$ cat config.mk
export PLATFORM = sky130hd
export DESIGN_NAME = multi_pattern_bold_tagger_top
export DESIGN_NICKNAME = d
export VERILOG_FILES = /design/src/hdl/mpbt_pkg.sv /design/src/hdl/mpbt_front.sv /design/src/hdl/mpbt_queue.sv /design/src/hdl/mpbt_back.sv /design/src/hdl/multi_pattern_bold_tagger_top.sv
export SDC_FILE = /design/constraint.sdc
export NUM_CORES = 1
export LEC_CHECK = 0
export BUFFER_PORTS_ARGS = -buffer_cell sky130_fd_sc_hd__buf_2
export CAP_MARGIN = 20
export CORE_ASPECT_RATIO = 1.75
export CORE_MARGIN = 10
export CORE_UTILIZATION = 40
export DETAILED_ROUTE_END_ITERATION = 10
export PLACE_DENSITY = 0.66
export SYNTH_ARGS = -nofsm -noshare
export SYNTH_HDL_FRONTEND = slang
export SYNTH_SLANG_ARGS = --single-unit
$ cat constraint.sdc
create_clock -name clk -period 40.1 [get_ports clk]
set_input_delay 2.005 -clock clk [delete_from_list [all_inputs] [get_ports clk]]
set_output_delay 2.005 -clock clk [all_outputs]
set_load 0.01 [all_outputs]
$ cat src/hdl/mpbt_pkg.sv
`timescale 1ns / 1ps
`default_nettype none
package mpbt_pkg;

  localparam int NUM_SLOTS = 6;
  localparam int WORD_W = 64;
  localparam int LENS_W = 24;
  localparam int LEN_W = 4;
  localparam int CFG_IDX_W = 3;
  localparam logic [CFG_IDX_W-1:0] CFG_LENGTHS = 3'd6;

  typedef logic [WORD_W-1:0] pat_word_t;

  typedef struct packed {
    logic [7:0] text_byte;
    logic       open_tag;
    logic       close_tag;
    logic       final_byte;
    logic       close_after;
  } entry_t;

endpackage
`default_nettype wire

$ cat src/hdl/mpbt_front.sv
`timescale 1ns / 1ps
`default_nettype none
module mpbt_front #(
  parameter int NUM_PATTERNS = 6,
  parameter int MAX_PATTERN_LEN = 8
) (
  input  wire logic                          clk,
  input  wire logic                          rst,
  input  wire mpbt_pkg::pat_word_t           pat_words [mpbt_pkg::NUM_SLOTS],
  input  wire logic [mpbt_pkg::LENS_W-1:0]   pat_lens,
  input  wire logic                          in_valid,
  output logic                               in_ready,
  input  wire logic [7:0]                    in_byte,
  input  wire logic                          in_last,
  output logic                               dec_valid,
  input  wire logic                          dec_ready,
  output mpbt_pkg::entry_t                   dec
);
  import mpbt_pkg::*;

  localparam int FILL_W = $clog2(MAX_PATTERN_LEN + 1);
  localparam int IDX_W = (MAX_PATTERN_LEN > 1) ? $clog2(MAX_PATTERN_LEN) : 1;
  localparam logic [FILL_W-1:0] FULL = FILL_W'(MAX_PATTERN_LEN);

  logic [7:0]        win [MAX_PATTERN_LEN];
  logic [FILL_W-1:0] fill;
  logic              draining;
  logic [LEN_W-1:0]  bold_rem;
  logic              prev_bold;

  logic              emit;
  logic              accept;
  logic [FILL_W-1:0] pos;
  logic [LEN_W-1:0]  best;
  logic [LEN_W-1:0]  rem_eff;
  logic              bold;
  logic              final_now;

  assign emit = (fill == FULL || draining) && fill != '0 && dec_ready;
  assign in_ready = !draining && (fill != FULL || emit);
  assign accept = in_valid && in_ready;
  assign pos = emit ? fill - FILL_W'(1) : fill;

  always_comb begin
    logic [4:0]       len5;
    logic [4:0]       fill5;
    logic             hit;
    logic [LEN_W-1:0] len;
    best = '0;
    fill5 = 5'(fill);
    for (int p = 0; p < NUM_PATTERNS && p < NUM_SLOTS; p++) begin
      len = pat_lens[LEN_W*p +: LEN_W];
      len5 = {1'b0, len};
      hit = len != '0 && len5 <= 5'(MAX_PATTERN_LEN) && len5 <= fill5;
      for (int k = 0; k < MAX_PATTERN_LEN; k++) begin
        if (5'(k) < len5 && win[k] != pat_words[p][8*k +: 8]) begin
          hit = 1'b0;
        end
      end
      if (hit && len > best) begin
        best = len;
      end
    end
  end

  assign rem_eff = (best > bold_rem) ? best : bold_rem;
  assign bold = rem_eff != '0;
  assign final_now = draining && fill == FILL_W'(1);

  assign dec_valid = (fill == FULL || draining) && fill != '0;
  always_comb begin
    dec.text_byte = win[0];
    dec.open_tag = bold && !prev_bold;
    dec.close_tag = !bold && prev_bold;
    dec.final_byte = final_now;
    dec.close_after = final_now && bold;
  end

  always_ff @(posedge clk) begin
    if (emit) begin
      for (int k = 0; k < MAX_PATTERN_LEN - 1; k++) begin
        win[k] <= win[k+1];
      end
    end
    if (accept) begin
      win[pos[IDX_W-1:0]] <= in_byte;
    end
  end

  always_ff @(posedge clk) begin
    if (rst) begin
      fill <= '0;
      draining <= 1'b0;
      bold_rem <= '0;
      prev_bold <= 1'b0;
    end else begin
      fill <= pos + FILL_W'(accept);
      if (accept && in_last) begin
        draining <= 1'b1;
      end
      if (emit) begin
        if (final_now) begin
          draining <= 1'b0;
          bold_rem <= '0;
          prev_bold <= 1'b0;
        end else begin
          bold_rem <= bold ? rem_eff - LEN_W'(1) : '0;
          prev_bold <= bold;
        end
      end
    end
  end

endmodule
`default_nettype wire

$ cat src/hdl/mpbt_queue.sv
`timescale 1ns / 1ps
`default_nettype none
module mpbt_queue (
  input  wire logic             clk,
  input  wire logic             rst,
  input  wire logic             push_valid,
  output logic                  push_ready,
  input  wire mpbt_pkg::entry_t push_data,
  output logic                  pop_valid,
  input  wire logic             pop_ready,
  output mpbt_pkg::entry_t      pop_data
);
  import mpbt_pkg::*;

  localparam int DEPTH = 4;
  localparam int PTR_W = $clog2(DEPTH);
  localparam int CNT_W = $clog2(DEPTH + 1);

  entry_t             mem [DEPTH];
  logic [PTR_W-1:0]   wr_ptr;
  logic [PTR_W-1:0]   rd_ptr;
  logic [CNT_W-1:0]   count;
  logic               push;
  logic               pop;

  assign push_ready = count != CNT_W'(DEPTH);
  assign pop_valid = count != '0;
  assign pop_data = mem[rd_ptr];
  assign push = push_valid && push_ready;
  assign pop = pop_valid && pop_ready;

  always_ff @(posedge clk) begin
    if (push) begin
      mem[wr_ptr] <= push_data;
    end
  end

  always_ff @(posedge clk) begin
    if (rst) begin
      wr_ptr <= '0;
      rd_ptr <= '0;
      count <= '0;
    end else begin
      if (push) begin
        wr_ptr <= wr_ptr + PTR_W'(1);
      end
      if (pop) begin
        rd_ptr <= rd_ptr + PTR_W'(1);
      end
      count <= count + CNT_W'(push) - CNT_W'(pop);
    end
  end

endmodule
`default_nettype wire

$ cat src/hdl/mpbt_back.sv
`timescale 1ns / 1ps
`default_nettype none
module mpbt_back (
  input  wire logic             clk,
  input  wire logic             rst,
  input  wire logic             q_valid,
  output logic                  q_ready,
  input  wire mpbt_pkg::entry_t q_data,
  output logic                  out_valid,
  input  wire logic             out_ready,
  output logic [7:0]            out_byte,
  output logic                  out_last
);
  import mpbt_pkg::*;

  localparam logic [1:0] PH_PRE = 2'd0;
  localparam logic [1:0] PH_CHAR = 2'd1;
  localparam logic [1:0] PH_POST = 2'd2;

  localparam logic [7:0] CH_LT = 8'h3C;
  localparam logic [7:0] CH_SLASH = 8'h2F;
  localparam logic [7:0] CH_B = 8'h62;
  localparam logic [7:0] CH_GT = 8'h3E;

  logic [1:0] phase;
  logic [1:0] idx;

  logic [1:0] cur_phase;
  logic [1:0] phase_next;
  logic [1:0] idx_next;
  logic [7:0] byte_now;
  logic       last_now;
  logic       done_entry;
  logic       load;

  function automatic logic [7:0] tag_byte(input logic is_close, input logic [1:0] i);
    logic [7:0] b;
    b = CH_GT;
    if (is_close) begin
      unique case (i)
        2'd0: b = CH_LT;
        2'd1: b = CH_SLASH;
        2'd2: b = CH_B;
        default: b = CH_GT;
      endcase
    end else begin
      unique case (i)
        2'd0: b = CH_LT;
        2'd1: b = CH_B;
        default: b = CH_GT;
      endcase
    end
    return b;
  endfunction

  assign cur_phase = (phase == PH_PRE && !(q_data.open_tag || q_data.close_tag)) ?
                     PH_CHAR : phase;

  always_comb begin
    byte_now = q_data.text_byte;
    last_now = 1'b0;
    done_entry = 1'b0;
    phase_next = phase;
    idx_next = idx;
    unique case (cur_phase)
      PH_PRE: begin
        byte_now = tag_byte(q_data.close_tag, idx);
        if (idx == (q_data.close_tag ? 2'd3 : 2'd2)) begin
          phase_next = PH_CHAR;
          idx_next = 2'd0;
        end else begin
          idx_next = idx + 2'd1;
        end
      end
      PH_CHAR: begin
        byte_now = q_data.text_byte;
        idx_next = 2'd0;
        if (q_data.close_after) begin
          phase_next = PH_POST;
        end else begin
          last_now = q_data.final_byte;
          done_entry = 1'b1;
          phase_next = PH_PRE;
        end
      end
      PH_POST: begin
        byte_now = tag_byte(1'b1, idx);
        if (idx == 2'd3) begin
          last_now = 1'b1;
          done_entry = 1'b1;
          phase_next = PH_PRE;
          idx_next = 2'd0;
        end else begin
          idx_next = idx + 2'd1;
        end
      end
      default: begin
        phase_next = PH_PRE;
        idx_next = 2'd0;
      end
    endcase
  end

  assign load = q_valid && (!out_valid || out_ready);
  assign q_ready = load && done_entry;

  always_ff @(posedge clk) begin
    if (load) begin
      out_byte <= byte_now;
      out_last <= last_now;
    end
  end

  always_ff @(posedge clk) begin
    if (rst) begin
      out_valid <= 1'b0;
      phase <= PH_PRE;
      idx <= 2'd0;
    end else begin
      if (load) begin
        out_valid <= 1'b1;
        phase <= phase_next;
        idx <= idx_next;
      end else if (out_ready) begin
        out_valid <= 1'b0;
      end
    end
  end

endmodule
`default_nettype wire

$ cat src/hdl/multi_pattern_bold_tagger_top.sv
`timescale 1ns / 1ps
`default_nettype none
// Bold tagger for a byte stream. Text enters on in_valid/in_ready, one character per item,
// with in_last on the final character. Tagged text leaves on out_valid/out_ready, one byte
// per item, with out_last on the final byte. Patterns and their lengths are written on the
// cfg port (index 0 to 5 pattern words, 6 the packed lengths), by the user only while no
// text is in flight, which the block does not enforce; cfg_ready is always high.
// A character waits in an eight-byte lookahead window until the window is full or the text
// ends. The front matches all patterns against the window combinationally and retires one
// character per cycle into a four-entry queue while the queue has room; the back expands
// each entry into its tag and text bytes, one byte per cycle while the receiver takes them.
// In steady state one character is taken per cycle while the queue has room. Each tag slows
// the input once the queue fills, and after in_last the input stays closed until every
// character left in the window has been retired. Reset clears the window, the queue, the
// output register and all patterns. When the receiver stalls, the output byte holds, the
// queue fills, and then in_ready drops.
module multi_pattern_bold_tagger_top #(
  parameter int NUM_PATTERNS = 6,
  parameter int MAX_PATTERN_LEN = 8
) (
  input  wire logic                             clk,
  input  wire logic                             rst,
  input  wire logic                             cfg_valid,
  output logic                                  cfg_ready,
  input  wire logic [mpbt_pkg::CFG_IDX_W-1:0]   cfg_index,
  input  wire logic [mpbt_pkg::WORD_W-1:0]      cfg_data,
  input  wire logic                             in_valid,
  output logic                                  in_ready,
  input  wire logic [7:0]                       in_byte,
  input  wire logic                             in_last,
  output logic                                  out_valid,
  input  wire logic                             out_ready,
  output logic [7:0]                            out_byte,
  output logic                                  out_last
);
  import mpbt_pkg::*;

  pat_word_t           pat_words [NUM_SLOTS];
  logic [LENS_W-1:0]   pat_lens;

  logic                dec_valid;
  logic                dec_ready;
  entry_t              dec;
  logic                q_valid;
  logic                q_ready;
  entry_t              q_data;

  assign cfg_ready = 1'b1;

  always_ff @(posedge clk) begin
    if (rst) begin
      for (int i = 0; i < NUM_SLOTS; i++) begin
        pat_words[i] <= '0;
      end
      pat_lens <= '0;
    end else if (cfg_valid && cfg_ready) begin
      if (cfg_index < CFG_LENGTHS) begin
        pat_words[cfg_index] <= cfg_data;
      end else if (cfg_index == CFG_LENGTHS) begin
        pat_lens <= cfg_data[LENS_W-1:0];
      end
    end
  end

  mpbt_front #(
    .NUM_PATTERNS   (NUM_PATTERNS),
    .MAX_PATTERN_LEN(MAX_PATTERN_LEN)
  ) u_front (
    .clk      (clk),
    .rst      (rst),
    .pat_words(pat_words),
    .pat_lens (pat_lens),
    .in_valid (in_valid),
    .in_ready (in_ready),
    .in_byte  (in_byte),
    .in_last  (in_last),
    .dec_valid(dec_valid),
    .dec_ready(dec_ready),
    .dec      (dec)
  );

  mpbt_queue u_queue (
    .clk       (clk),
    .rst       (rst),
    .push_valid(dec_valid),
    .push_ready(dec_ready),
    .push_data (dec),
    .pop_valid (q_valid),
    .pop_ready (q_ready),
    .pop_data  (q_data)
  );

  mpbt_back u_back (
    .clk      (clk),
    .rst      (rst),
    .q_valid  (q_valid),
    .q_ready  (q_ready),
    .q_data   (q_data),
    .out_valid(out_valid),
    .out_ready(out_ready),
    .out_byte (out_byte),
    .out_last (out_last)
  );

endmodule
`default_nettype wire

==> run_results.csv <==
group,metric,value,unit
pwr,power_density,55.02,mW/mm²
finish,fillCellCount,6571,
yosys,syn-cell-area,0.02733,mm²
detailed_routing,wirelength,88240,µm
clock_network,cts_made_buffers,50,
floorplanning,dieHeight,365.8,µm
sta,slew_violations,0,
pwr,swShare,33.35,%
critical_path,worstPathRequired,40.44,ns
outcome,status,"finished clean",
sta,finClkSkew,0.02684,ns
sta,setup_viol,0,
critical_path,worstPathArrival,16.20,ns
yosys,ys_warn_count,0,
critical_path,start_kind,"flip-flop",
grt,grt_antenna_before_repair,2,
detailed_routing,drtIter0Drc,1445,
yosys,async_flop_share,0,%
placed_design,portBuffers,91,
clock_network,clkTransAtPathRegs,0.07,ns
floorplanning,initial_core_util,40.41,%
sta,final-hold-violation-count,0,
run,cap_violations,0,
placed_design,dp_hpwl,60810,µm
finish,final_layout_size_suffix_gt1_share,10.16,%
sta,period_share,39.55,%
clock_network,post-cts-setup-buffers,0,
grt,grt.total_usage,21.38,%
grt,grt_pass1_vias,21760,
clock_network,root_buffer,"clkbuf_16",
finish,fin_cells,4038,
sta,max_freq,0.06305,GHz
grt,grt_pass1_wl,132100,µm
pwr,p_leak,10.16,nW
floorplanning,core,0.06763,mm²
finish,syn2layout_area_growth,9.551,%
yosys,synthTopCellsByArea,"dfxtp_1, edfxtp_1, nand2_1, a21oi_1, xnor2_1",
worst_hold_path,min_path_type,"flip-flop to flip-flop",
clock_network,holdBufCountCts,0,
detailed_routing,wl_per_cell,21.85,µm
floorplanning,die-area,0.07959,mm²
pwr,peakVddDrop,0.04381,mV
critical_path,cpMostUsedCell,"ha_1",
detailed_routing,post-route-drc-count,0,
clock_network,htreeDepth,2,
grt,grt_max_degree,194,
pwr,total_power,1.647,mW
yosys,ys_seq_area_share,44.94,%
floorplanning,die_x,217.6,µm
sta,fin_crit,15.86,ns
pwr,p_int,1.098,mW
yosys,synth_top_cell_area_share,31.65,%
critical_path,max_stage_delay,0.96,ns
sta,slew_headroom,20.44,%
clock_network,cts_tree,"yes",
pwr,combPwrFrac,23.5,%
pwr,p_clk_share,30.8,%
clock_network,clk-insertion-delay-late,0.62,ns
clock_network,clock-sinks,553,
clock_network,clockBufferDepth,3,
pwr,power.switching,0.5493,mW
grt,overflow,0,
critical_path,critical_path_class,"flip-flop to flip-flop",
yosys,ys.flop_type,"dfxtp_1",
detailed_routing,dr_total_vias,22000,
critical_path,slowest_stage,"nor4_1",
yosys,syn_nets,3296,
detailed_routing,via_per_inst,5.449,
yosys,syn_avg_cell_area,8.667,µm²
pwr,sequentialPowerShare,45.8,%
clock_network,cts_resized,0,
sta,tns,0,ns
critical_path,end_kind,"flip-flop",
yosys,yosys_register_bits,553,
floorplanning,io_pins,93,
yosys,yosysUniqueCellTypes,92,
sta,rsz0062_at_grt,"no",
finish,final_common_cell,"nand2_1",
critical_path,cp_max_fo,11,
detailed_routing,postRouteAntennaNets,0,
yosys,synth_top_area_cell,"dfxtp_1",
placed_design,dpl.cell_count,3941,
yosys,synth-edff-count,121,
floorplanning,rows,126,
finish,final_nets,3242,
detailed_routing,first_pass_iters,5,
yosys,syn_inst,3153,
sta,tightest_slew,1.183,ns
finish,layout_common_cells,"nand2_1, a21oi_1, dfxtp_1",
placed_design,gp_congestion,0.9864,
-- registers in the layout (all words and copies together) (netlist names), 3 cells and up, named ones only --
name / cells
pat_words: 384
u_front.win: 64
u_queue.mem: 48
pat_lens: 24
u_back.out_byte: 8
u_front.bold_rem: 4
u_front.fill: 4
u_queue.count: 3
-- layer usage --
| metal | share of wire, % | global-route usage [%] | vias up |
|---|---|---|---|
| li1 | - | - | 10520 |
| met1 | 37 | 22.73 | 10540 |
| met2 | 52 | 38.48 | 704 |
| met3 | 4.6 | 2.690 | 244 |
| met4 | 7.0 | 14.48 | 2 |
| met5 | 0.010 | 0 | - |
-- cell usage after synthesis (5+ instances only) --
library cell  instances
a211oi_1              5
a21o_1                8
a21oi_1             446
a31oi_1               7
and2_1               13
and3_1                5
and4_1                5
buf_2                55
buf_4                 7
buf_6                 5
clkbuf_1            147
dfxtp_1             432
edfxtp_1            121
ha_1                 61
inv_1                46
mux2_2               60
mux2i_1               8
mux4_2               12
nand2_1             890
nand2b_1             17
nand3_1              24
nand4_1              62
nor2_1               60
nor2b_1              20
nor3_1               26
nor4_1               50
nor4_2                5
o211a_1               5
o211ai_1              5
o21a_1                8
o21ai_0              30
o21ai_1               5
o22ai_1               6
o31ai_1               5
or2_2                 5
xnor2_1             231
xor2_1              161
-- kinds of logic after synthesis --
logic type | after synthesis | synth area share [%]
buffers and inverters | 263 | 4.098
XOR/XNOR | 397 | 12.86
AND/OR/NAND/NOR | 1212 | 19.28
adder cells (fa/ha/maj) | 62 | 2.866
AO/OA/AOI/OAI | 584 | 12.12
multiplexers | 81 | 3.809
other | 1 | 0.01372
flip-flops | 553 | 44.94
-- stage by stage --
step / setup slack [ns] / cell area [µm²] / utilization, % / hold WS, ns
final: 24.24 / 29940 / 44.27 / 0.4667
after global routing: 23.33 / 29940 / 44.27 / 0.4821
after CTS: 24.53 / 29910 / 44.23 / 0.4674
after detailed placement: 24.65 / 28180 / 41.67 / 0.4584
after global placement: 24.86 / 28180 / 41.67 / 0.4532
after floorplan: 27.36 / 27330 / - / 0.4447
-- worst paths after layout --
path | from | end | slack [ns] | cells past startpoint
min | pat_words[64] | pat_words[64] | 0.47 | 2
min reg2reg | pat_words[64] | pat_words[64] | 0.47 | 2
max | u_front.win[6][4] | u_queue.mem[2][2] | 24.24 | 55
max reg2reg | u_front.win[6][4] | u_queue.mem[2][2] | 24.24 | 55
-- power by group through the flow --
| stage | Sequential, mW | Combinational (mW) | Clock [mW] |
|---|---|---|---|
| finish | 0.754 | 0.387 | 0.507 |
| global route | 0.761 | 0.424 | 0.533 |
| CTS | 0.753 | 0.387 | 0.513 |
| detailed placement | 0.765 | 0.383 | 0 |
| global placement | 0.763 | 0.380 | 0 |
| floorplan | 0.677 | 0.355 | 0 |
-- final cells by class --
type	instances	area, µm²	share of cell area, %
Multi-Input combinational cell	2337	14000	46.76
Sequential cell	553	12280	41.02
Tap cell	896	1121	3.745
Inverter	48	180.2	0.6018
Antenna cell	1	2.502	0.008359
Clock buffer	67	1470	4.911
Clock inverter	27	261.5	0.8735
Timing Repair Buffer	109	620.6	2.073
-- worst max-delay path: cells and delay by family (launching register included) --
family	cells	cell delay (ns)
buffers and inverters	2	0.16
XOR/XNOR	1	0.21
AO/OA/AOI/OAI	12	2.80
flip-flops	1	0.57
adder cells (fa/ha/maj)	6	1.94
AND/OR/NAND/NOR	30	8.45
multiplexers	4	1.47
No activity file was read; power rests on OpenSTA's default activity.
